## config.mk

```make
export PLATFORM = sky130hd
export DESIGN_NAME = utf8_repair_latin1_fallback_core
export DESIGN_NICKNAME = d
export VERILOG_FILES = /design/src/hw/rtl/u8r_pkg.sv /design/src/hw/rtl/utf8_repair_latin1_fallback_core.sv /design/src/hw/rtl/u8r_step.sv /design/src/hw/rtl/u8r_outbuf.sv
export SDC_FILE = /design/constraint.sdc
export NUM_CORES = 1
export LEC_CHECK = 0
export BUFFER_PORTS_ARGS = -buffer_cell sky130_fd_sc_hd__buf_2
export CORE_MARGIN = 5
export CORE_UTILIZATION = 45
export CTS_BUF_LIST = sky130_fd_sc_hd__clkbuf_4 sky130_fd_sc_hd__clkbuf_8
export CTS_CLUSTER_SIZE = 25
export DETAILED_ROUTE_END_ITERATION = 6
export GPL_TIMING_DRIVEN = 1
export PLACE_DENSITY = 0.68
export SKIP_CTS_REPAIR_TIMING = 1
export SLEW_MARGIN = 10
export SYNTH_ARGS = -nofsm -noshare
export SYNTH_HDL_FRONTEND = slang
export SYNTH_SLANG_ARGS = --single-unit
```

## constraint.sdc

```tcl
create_clock -name clk -period 9.8 [get_ports clk]
set_input_delay 0.98 -clock clk [delete_from_list [all_inputs] [get_ports clk]]
set_output_delay 0.98 -clock clk [all_outputs]
set_load 0.02 [all_outputs]
```

## src/hw/rtl/u8r_pkg.sv

```systemverilog
package u8r_pkg;

  localparam int unsigned MAX_BURST = 8;
  localparam int unsigned CNT_W     = $clog2(MAX_BURST + 1);
  localparam int unsigned HELD_MAX  = 3;

  localparam logic [7:0] ASCII_MASK = 8'h80;
  localparam logic [7:0] CONT_MASK  = 8'hC0;
  localparam logic [7:0] CONT_CODE  = 8'h80;
  localparam logic [7:0] LEAD2_MASK = 8'hE0;
  localparam logic [7:0] LEAD2_CODE = 8'hC0;
  localparam logic [7:0] LEAD3_MASK = 8'hF0;
  localparam logic [7:0] LEAD3_CODE = 8'hE0;
  localparam logic [7:0] LEAD4_MASK = 8'hF8;
  localparam logic [7:0] LEAD4_CODE = 8'hF0;
  localparam logic [7:0] LOW6_MASK  = 8'h3F;

  localparam logic [2:0] SEQ_NONE = 3'd0;
  localparam logic [2:0] SEQ_TWO  = 3'd2;
  localparam logic [2:0] SEQ_THREE = 3'd3;
  localparam logic [2:0] SEQ_FOUR = 3'd4;

  typedef struct packed {
    logic [MAX_BURST-1:0][7:0] bytes;
    logic [CNT_W-1:0]          count;
    logic                      str_end;
  } u8r_burst_t;

  function automatic logic [7:0] latin1_hi(input logic [7:0] b);
    latin1_hi = LEAD2_CODE | {6'd0, b[7:6]};
  endfunction

  function automatic logic [7:0] latin1_lo(input logic [7:0] b);
    latin1_lo = CONT_CODE | (b & LOW6_MASK);
  endfunction

endpackage

```

## src/hw/rtl/utf8_repair_latin1_fallback_core.sv

```systemverilog
// utf8 repair with latin-1 fallback
// in_* channel: one raw byte per beat, in_tlast marks the final byte of a string.
// out_* channel: repaired utf-8 bytes, one per beat; out_tuser marks the last
// byte caused by one input beat, out_tlast the final byte of the whole string.
// valid multi-byte sequences are held until complete and then pass unchanged;
// broken ones, stray continuation bytes and 0xf8..0xff go out re-encoded as
// two-byte utf-8 of their latin-1 value. held bytes are flushed at end of string.
// an input beat that only holds a byte yields no output beat.
// an accepted input beat goes into the input register and, when the output
// side is free, from there into the output buffer, where its first beat is valid.
// throughput: an input beat yields 0 to 8 output beats from the output buffer;
// holding beats bypass the output buffer. plain ascii streams at one byte per
// cycle while out_tready stays high. the output buffer takes a new run
// in the cycle its final beat is taken.
// stall: when out_tready is low the run waits in the output buffer, the input
// register fills and in_tready drops; nothing is lost.
// reset: synchronous active-low rst_n clears the held-sequence state and
// empties both registers.
module utf8_repair_latin1_fallback_core (
  input  logic       clk,
  input  logic       rst_n,
  input  logic       in_tvalid,
  output logic       in_tready,
  input  logic [7:0] in_tdata,   // in_byte
  input  logic       in_tlast,   // in_end
  output logic       out_tvalid,
  input  logic       out_tready,
  output logic [7:0] out_tdata,  // out_byte
  output logic       out_tuser,  // run_last
  output logic       out_tlast   // string_last
);
  import u8r_pkg::*;

  logic       vld_r;
  logic [7:0] byte_r;
  logic       end_r;
  logic       advance;
  logic       can_load;
  logic       load;
  u8r_burst_t burst;

  assign advance   = vld_r && ((burst.count == '0) || can_load);
  assign load      = advance && (burst.count != '0);
  assign in_tready = !vld_r || advance;

  always_ff @(posedge clk) begin
    if (!rst_n) begin
      vld_r <= 1'b0;
    end else if (in_tready) begin
      vld_r <= in_tvalid;
    end
  end

  always_ff @(posedge clk) begin
    if (in_tready && in_tvalid) begin
      byte_r <= in_tdata;
      end_r  <= in_tlast;
    end
  end

  u8r_step u_step (
    .clk       (clk),
    .rst_n     (rst_n),
    .item_byte (byte_r),
    .item_end  (end_r),
    .advance   (advance),
    .burst     (burst)
  );

  u8r_outbuf u_outbuf (
    .clk        (clk),
    .rst_n      (rst_n),
    .load       (load),
    .burst      (burst),
    .can_load   (can_load),
    .out_tvalid (out_tvalid),
    .out_tready (out_tready),
    .out_tdata  (out_tdata),
    .out_tuser  (out_tuser),
    .out_tlast  (out_tlast)
  );

endmodule

```

## src/hw/rtl/u8r_step.sv

```systemverilog
module u8r_step (
  input  logic              clk,
  input  logic              rst_n,
  input  logic [7:0]        item_byte,
  input  logic              item_end,
  input  logic              advance,
  output u8r_pkg::u8r_burst_t burst
);
  import u8r_pkg::*;

  logic [7:0]       held_r [HELD_MAX];
  logic [7:0]       held_nxt [HELD_MAX];
  logic [1:0]       cnt_r, cnt_nxt;
  logic [2:0]       seq_r, seq_nxt;

  logic [MAX_BURST-1:0][7:0] ob;
  logic [CNT_W-1:0]          n;
  logic                      cont;

  always_comb begin
    ob       = '0;
    n        = '0;
    held_nxt = held_r;
    cnt_nxt  = cnt_r;
    seq_nxt  = seq_r;
    cont     = (item_byte & CONT_MASK) == CONT_CODE;

    if (cnt_r != 2'd0 && cont) begin
      if ({1'b0, cnt_r} + 3'd1 >= seq_r) begin
        // complete sequence passes unchanged
        for (int i = 0; i < HELD_MAX; i++) begin
          if (2'(i) < cnt_r) begin
            ob[n[2:0]] = held_r[i];
            n = n + 1'b1;
          end
        end
        ob[n[2:0]] = item_byte;
        n = n + 1'b1;
        cnt_nxt = 2'd0;
        seq_nxt = SEQ_NONE;
      end else if (cnt_r < 2'd3) begin
        held_nxt[cnt_r] = item_byte;
        cnt_nxt = cnt_r + 2'd1;
      end else begin
        for (int i = 0; i < HELD_MAX; i++) begin
          if (2'(i) < cnt_r) begin
            ob[n[2:0]] = latin1_hi(held_r[i]);
            n = n + 1'b1;
            ob[n[2:0]] = latin1_lo(held_r[i]);
            n = n + 1'b1;
          end
        end
        ob[n[2:0]] = latin1_hi(item_byte);
        n = n + 1'b1;
        ob[n[2:0]] = latin1_lo(item_byte);
        n = n + 1'b1;
        cnt_nxt = 2'd0;
        seq_nxt = SEQ_NONE;
      end
    end else begin
      // broken sequence or nothing held: flush held bytes converted, then take the new byte
      for (int i = 0; i < HELD_MAX; i++) begin
        if (2'(i) < cnt_r) begin
          ob[n[2:0]] = latin1_hi(held_r[i]);
          n = n + 1'b1;
          ob[n[2:0]] = latin1_lo(held_r[i]);
          n = n + 1'b1;
        end
      end
      cnt_nxt = 2'd0;
      seq_nxt = SEQ_NONE;
      if ((item_byte & ASCII_MASK) == 8'h00) begin
        ob[n[2:0]] = item_byte;
        n = n + 1'b1;
      end else if ((item_byte & LEAD2_MASK) == LEAD2_CODE) begin
        held_nxt[0] = item_byte;
        cnt_nxt = 2'd1;
        seq_nxt = SEQ_TWO;
      end else if ((item_byte & LEAD3_MASK) == LEAD3_CODE) begin
        held_nxt[0] = item_byte;
        cnt_nxt = 2'd1;
        seq_nxt = SEQ_THREE;
      end else if ((item_byte & LEAD4_MASK) == LEAD4_CODE) begin
        held_nxt[0] = item_byte;
        cnt_nxt = 2'd1;
        seq_nxt = SEQ_FOUR;
      end else begin
        ob[n[2:0]] = latin1_hi(item_byte);
        n = n + 1'b1;
        ob[n[2:0]] = latin1_lo(item_byte);
        n = n + 1'b1;
      end
    end

    // end of string: flush whatever is still held
    if (item_end) begin
      for (int i = 0; i < HELD_MAX; i++) begin
        if (2'(i) < cnt_nxt) begin
          ob[n[2:0]] = latin1_hi(held_nxt[i]);
          n = n + 1'b1;
          ob[n[2:0]] = latin1_lo(held_nxt[i]);
          n = n + 1'b1;
        end
      end
      cnt_nxt = 2'd0;
      seq_nxt = SEQ_NONE;
    end
  end

  assign burst.bytes   = ob;
  assign burst.count   = n;
  assign burst.str_end = item_end;

  always_ff @(posedge clk) begin
    if (!rst_n) begin
      cnt_r <= 2'd0;
      seq_r <= SEQ_NONE;
    end else if (advance) begin
      cnt_r <= cnt_nxt;
      seq_r <= seq_nxt;
    end
  end

  always_ff @(posedge clk) begin
    if (advance) begin
      held_r <= held_nxt;
    end
  end

endmodule

```

## src/hw/rtl/u8r_outbuf.sv

```systemverilog
module u8r_outbuf (
  input  logic                clk,
  input  logic                rst_n,
  input  logic                load,
  input  u8r_pkg::u8r_burst_t burst,
  output logic                can_load,
  output logic                out_tvalid,
  input  logic                out_tready,
  output logic [7:0]          out_tdata,  // out_byte
  output logic                out_tuser,  // run_last
  output logic                out_tlast   // string_last
);
  import u8r_pkg::*;

  logic [MAX_BURST-1:0][7:0] buf_r, buf_nxt;
  logic [CNT_W-1:0]          rem_r, rem_nxt;
  logic                      end_r, end_nxt;
  logic                      beat;
  logic                      final_beat;

  assign final_beat = rem_r == CNT_W'(1);
  assign beat       = out_tvalid && out_tready;
  assign can_load   = (rem_r == '0) || (final_beat && out_tready);

  assign out_tvalid = rem_r != '0;
  assign out_tdata  = buf_r[0];
  assign out_tuser  = final_beat;
  assign out_tlast  = final_beat && end_r;

  always_comb begin
    buf_nxt = buf_r;
    rem_nxt = rem_r;
    end_nxt = end_r;
    if (load) begin
      buf_nxt = burst.bytes;
      rem_nxt = burst.count;
      end_nxt = burst.str_end;
    end else if (beat) begin
      buf_nxt = buf_r >> 8;
      rem_nxt = rem_r - 1'b1;
    end
  end

  always_ff @(posedge clk) begin
    if (!rst_n) begin
      rem_r <= '0;
    end else begin
      rem_r <= rem_nxt;
    end
  end

  always_ff @(posedge clk) begin
    buf_r <= buf_nxt;
    end_r <= end_nxt;
  end

endmodule

```

=== Word level (Yosys, flattened, before mapping) ===
Index checks and enable logic that the tools add are counted.

* Register bits: 108
* Input port bits: 13
* Output and inout port bits: 12

* Add/sub/neg operators: 24
* Order comparisons: 52
* Eq/ne operators: 6
* Multiplexer cells: 173
* Bitwise gates (word level): 1
* Reductions and logical operators: 41

{| class="wikitable"
|+ Operators by type and width
! operator !! number
|-
| $mux W64 || 33
|-
| $bwmux W64 || 22
|-
| $demux W8 S3 || 21
|-
| $mux W8 || 30
|-
| $mux W4 || 39
|-
| $mux W16 || 6
|-
| $add A4 B1 Y4 const B || 21
|-
| $lt A3 B4 Y1 const B || 21
|-
| $ge A3 B1 Y1 const B || 21
|-
| $mux W24 || 2
|-
| $logic_and A1 B1 Y1 || 29
|-
| $bwmux W24 || 1
|-
| $mux W3 || 8
|-
| $demux W8 S2 || 1
|-
| $mux W2 || 8
|-
| $logic_not A4 Y1 || 2
|-
| $logic_not A8 Y1 || 1
|-
| $lt A1 B2 Y1 const A || 4
|-
| $reduce_bool A4 Y1 || 2
|-
| $eq A5 B5 Y1 const B || 1
|-
| $eq A4 B1 Y1 const B || 1
|-
| $eq A4 B4 Y1 const B || 1
|-
| $lt A2 B2 Y1 const A || 2
|-
| $ne A4 B4 Y1 const B || 1
|-
| 15 further kinds || 19
|}

=== Longest topological paths before layout ===
* Depth after elaboration: 39
* Mapped depth: 25

=== By module ===
A second synthesis with hierarchy kept.

* Cell total of the unflattened synthesis: 1036
* Area total of the unflattened synthesis: 9138.8 µm²

{| class="wikitable"
|+ By module, submodules not included
! module !! instances !! cells each !! area each (µm²)
|-
| u8r_step || 1 || 832 || 5749.3
|-
| u8r_outbuf || 1 || 184 || 3027.9
|-
| utf8_repair_latin1_fallback_core || 1 || 20 || 361.6
|}

=== Worst setup path after synthesis ===
Ideal clock, no wire load.

* Path type: register -> register
* Start: register u_step.cnt_r[0]
* End: register u_outbuf.buf_r[10] (netlist name) (enable)
* Arrival: 6.584 ns
* Data required time: 9.110 ns
* Setup slack: 2.527 ns
* Cell stages (with the launch flop): 23
* Path buffers: 3
* Clock period less this slack: 7.273 ns
* Cell sequence: dfxtp_1 > inv_1 > ha_1 > ha_1 > a211oi_1 > o31a_1 > a211o_1 > clkinv_1 > ha_1 > clkbuf_1 > a21oi_1 > ha_1 > nor2b_1 > nor3_1 > o31a_1 > a221oi_4 > mux2i_1 > xnor2_1 > a211oi_1 > or3_1 > buf_2 > buf_1 > nand2_1

* Word-level cells in the longest chain between the ends: 39
* Elaborated cells on any way between the ends: 81

{| class="wikitable"
|+ Ends and longest elaborated chain
! what !! line !! RTL
|-
| start: declaration || u8r_step.sv:13 || <nowiki>logic [1:0] cnt_r, cnt_nxt;</nowiki>
|-
| start signal: assignment || u8r_step.sv:119 || <nowiki>cnt_r <= cnt_nxt;</nowiki>
|-
| $lt A1 B2 Y1 || u8r_step.sv:32, u8r_step.sv:46, u8r_step.sv:63 ||
|-
| $mux W2 || u8r_step.sv:46, u8r_step.sv:63 ||
|-
| $mux W4 || u8r_step.sv:41 || <nowiki>end else if (cnt_r < 2'd3) begin</nowiki>
|-
| $mux W4 || u8r_step.sv:29 || <nowiki>if ({1'b0, cnt_r} + 3'd1 >= seq_r) begin</nowiki>
|-
| $mux W4 || u8r_step.sv:28 || <nowiki>if (cnt_r != 2'd0 && cont) begin</nowiki>
|-
| $add A4 B1 Y4 || u8r_step.sv:48 || <nowiki>n = n + 1'b1;</nowiki>
|-
| $add A4 B1 Y4 || u8r_step.sv:50 || <nowiki>n = n + 1'b1;</nowiki>
|-
| $mux W4 || u8r_step.sv:46 || <nowiki>if (2'(i) < cnt_r) begin</nowiki>
|-
| [23 not listed] || -- ||
|-
| $add A4 B1 Y4 || u8r_step.sv:102 || <nowiki>n = n + 1'b1;</nowiki>
|-
| $mux W4 || u8r_step.sv:98 || <nowiki>if (2'(i) < cnt_nxt) begin</nowiki>
|-
| $mux W4 (*) || u8r_step.sv:96 || <nowiki>if (item_end) begin</nowiki>
|-
| $logic_not A4 Y1 || utf8_repair_latin1_fallback_core.sv:42 || <nowiki>assign advance = vld_r && ((burst.count == '0) || can_load);</nowiki>
|-
| $logic_or A1 B1 Y1 || utf8_repair_latin1_fallback_core.sv:42 ||
|-
| $logic_and A1 B1 Y1 || utf8_repair_latin1_fallback_core.sv:42 ||
|-
| $logic_and A1 B1 Y1 (*) || utf8_repair_latin1_fallback_core.sv:43 || <nowiki>assign load = advance && (burst.count != '0);</nowiki>
|-
| $reduce_bool A2 Y1 (no source line) (*) || -- ||
|-
| end signal: assignment || u8r_outbuf.sv:53 || <nowiki>buf_r <= buf_nxt;</nowiki>
|-
| end: declaration || u8r_outbuf.sv:15 || <nowiki>logic [MAX_BURST-1:0][7:0] buf_r, buf_nxt;</nowiki>
|}

Every way passes the cells marked *; elsewhere a longest branch is shown, timed or not. The select of a mux whose other input is x is not followed.
A chain may end at the register's enable or synchronous reset.

=== Worst setup path after layout ===
* Start: register u_step.cnt_r[0]
* End: output port in_tready

* Word-level cells in the longest chain between the ends: 38
* Elaborated cells on any way between the ends: 79

{| class="wikitable"
|+ Ends and longest elaborated chain
! what !! line !! RTL
|-
| $lt A1 B2 Y1 || u8r_step.sv:32, u8r_step.sv:46, u8r_step.sv:63 ||
|-
| $mux W2 || u8r_step.sv:46, u8r_step.sv:63 ||
|-
| $mux W4 || u8r_step.sv:41 ||
|-
| $mux W4 || u8r_step.sv:29 ||
|-
| $mux W4 || u8r_step.sv:28 ||
|-
| $add A4 B1 Y4 || u8r_step.sv:48 ||
|-
| $add A4 B1 Y4 || u8r_step.sv:50 ||
|-
| $mux W4 || u8r_step.sv:46 ||
|-
| [22 not listed] || -- ||
|-
| $add A4 B1 Y4 || u8r_step.sv:100 || <nowiki>n = n + 1'b1;</nowiki>
|-
| $add A4 B1 Y4 || u8r_step.sv:102 ||
|-
| $mux W4 || u8r_step.sv:98 ||
|-
| $mux W4 (*) || u8r_step.sv:96 ||
|-
| $logic_not A4 Y1 (*) || utf8_repair_latin1_fallback_core.sv:42 ||
|-
| $logic_or A1 B1 Y1 (*) || utf8_repair_latin1_fallback_core.sv:42 ||
|-
| $logic_and A1 B1 Y1 (*) || utf8_repair_latin1_fallback_core.sv:42 ||
|-
| $logic_or A1 B1 Y1 (*) || utf8_repair_latin1_fallback_core.sv:44 || <nowiki>assign in_tready = !vld_r || advance;</nowiki>
|-
| end: declaration || utf8_repair_latin1_fallback_core.sv:23 || <nowiki>output logic in_tready,</nowiki>
|}

Marks and branches as above.

==> metrics.txt <==
outcome complete, but fails checks; failing checks DRC; num rows 50; drt first pass iters 7; Wirelength per Cell 24.26 um; Syn Area/Cell 8.219 sq um; RD Place Congestion 1.022; # IOs 25; vias in the first global route 7391; Clock Pin Slew Worst Setup and Hold Paths 100 ps; initial cell density of the core 0.4547; first-pass GRT wire length 45.71 mm; Hold Crit Class flip-flop to flip-flop; Vias per Instance 6.513; Pwr Density 209.6 nW/um^2; Area Growth Syn to Fin 4.472%; Final #Nets 1030; FFs w/ async S/R, synth 0; max_slew headroom 0.2065; EDFF count, synth 98; busiest grt layer met1; Reg power frac 0.466; sequential cell area fraction in the yosys report 0.3720; 1st-iter DRT viols 1496; Mapped Area 8449 sq um; largest net degree at the start of global routing 119; max-slew violations 0; VDD IR max 157.9 uV; skew final 22.46 ps; P_int 1.101 mW; RSZ-0062 raised after global routing no; Core ar. 18580 sq um; CP Capture Type primary output; layout cells sized above 1 0.08946; combinational share of power 0.390; area of the multi-input gates 4832 sq um; Synth cell types 73; Fin. Hold Viols 0; placed insts 1224; CTS sink cnt 108; design area 8827 sq um; Hold WS 477.4 ps; Tot GR Track Use 0.2741; vias 8076; GR Layer Usage met1 0.4055; CP max FO 13; global route overflow 0; # Max-Cap Violations 0; Worst-Skew Late Latency 400 ps; final setup margin 2029 ps; Cell Area, Placed 8655 sq um; Worst Setup Slack post-DPL 2310 ps; Clk pwr share 0.144; TritonCTS clock tree yes; Die W 147.0 um; final HPWL from detailed placement 21.35 mm; I/O Buffers 24; Die Area 21620 sq um; period utilization 0.7929; DRC Markers 3; Tmin final 7771 ps; number of antenna violations at the first check in global routing 2; # H-tree levels 3; most frequent cells in the layout nand2_1, nor2_1, edfxtp_1; met3 GRT Util 0.06786; data arrival time of the critical path 6790 ps; CTS Buf Count 9; Power Total 1.850 mW; Primary FF master, synth edfxtp_1; Fin Setup TNS 0 ps; Lkg Pwr 3.274 nW; worst path required time 8820 ps; Mapped Cells 1028; crit start category flip-flop; Non-Filler Instances 1240; Switching Share 0.4048; n_diodes 0; Final setup viols 0; Bufs on Longest Clock Path 2; Setup CP Type flip-flop to primary output; synthesized flop and latch total 108; P_sw 0.7490 mW; Final Routed Wirelength 30.08 mm; Fill cells 1818; max frequency 128.7 MHz; YS warnings 0; clk root buf clkbuf_8; die height 147.0 um; met2 usage in global routing 0.3847; most common cell after layout, fill and taps aside nand2_1; Slew @ Worst Pin 1186 ps; final core occ 0.4751; Syn Nets 1057; Reg area 3143 sq um; ANT nets after route 0
[registers in the layout (all words and copies together), names as in the netlist]
name,flops
u_outbuf.buf_r,56
u_step.held_r,24
byte_r,8
u_outbuf.out_tdata,8
u_outbuf.rem_r,4
u_step.seq_r,3
u_step.cnt_r,2
end_r,1
u_outbuf.end_r,1
vld_r,1
[cell usage after synthesis, types with 14 or more instances]
library cell	number	area, sq um
buf_2	15	75.07
a22oi_1	16	120.1
a31oi_1	16	100.1
a21oi_1	87	435.4
clkbuf_1	52	195.2
edfxtp_1	98	2943
o21ai_0	67	335.3
a221oi_1	15	131.4
nand2_1	160	600.6
nor3_1	14	70.07
nor2_1	118	442.9
mux2_2	15	168.9
nand3_1	17	85.08
a211oi_1	21	157.7
mux2i_1	40	400.4
inv_1	29	108.9
and3_1	15	93.84
ha_1	16	200.2
o21ai_1	21	105.1
[critical path, stage by stage (launching register included)]
cell and delay (ps):
dfxtp_1 560, inv_1 140, ha_1 380, ha_1 360, a211oi_1 370, nor2_1 240
a21oi_4 300, inv_2 160, ha_1 490, a21oi_1 190, ha_1 300, nand2b_1 170
nor4_1 60, o31a_1 360, a221oi_4 320, mux2i_1 800, xnor2_1 240, and4b_1 260
nor4_1 430, inv_1 70, buf_2 170
[power by group through the flow]
| stage | clock (mW) | combinational (mW) | sequential [mW] |
|---|---|---|---|
| after global routing | 0.287 | 0.798 | 0.880 |
| after CTS | 0.272 | 0.714 | 0.862 |
| after global placement | 0 | 0.698 | 0.866 |
| after floorplan | 0 | 0.552 | 0.837 |
| final | 0.266 | 0.721 | 0.863 |
| after detailed placement | 0 | 0.713 | 0.872 |
[cells by family after synthesis]
| logic type | share of synthesized area |
|---|---|
| AND/OR/NAND/NOR | 0.2044 |
| AO/OA/AOI/OAI | 0.2624 |
| buffers and inverters | 0.05731 |
| flip-flops | 0.3720 |
| multiplexers | 0.06738 |
| adder cells (fa/ha/maj) | 0.02369 |
| XOR/XNOR | 0.01244 |
| other | 0.0004438 |
[worst paths after layout]
path	start	endpoint	slack (ps)	cells past startpoint
worst min register to register	u_step.seq_r[1]$_SDFFE_PN0P_	u_step.seq_r[1]$_SDFFE_PN0P_	480	2
worst max-delay path	u_step.cnt_r[0]$_SDFFE_PN0P_	in_tready	2030	20
worst max register to register	u_step.cnt_r[0]$_SDFFE_PN0P_	u_outbuf.buf_r[38]$_DFFE_PP_	2160	21
worst min-delay path	u_step.seq_r[1]$_SDFFE_PN0P_	u_step.seq_r[1]$_SDFFE_PN0P_	480	2
[routing by layer]
layer  part of all wire  vias up
met4              0.044        2
li1                   -     3730
met5            0.00043        -
met3               0.11      101
met1               0.44     3733
met2               0.40      510
[area by class of cell]
type                            instances  area share
Tap cell                              234     0.03317
Clock buffer                           11     0.01573
Multi-Input combinational cell        806      0.5474
Sequential cell                       108      0.3561
Timing Repair Buffer                   43     0.02977
Inverter                               33     0.01403
Clock inverter                          5    0.003827
Note: power is estimated with default switching activity, not from simulation.
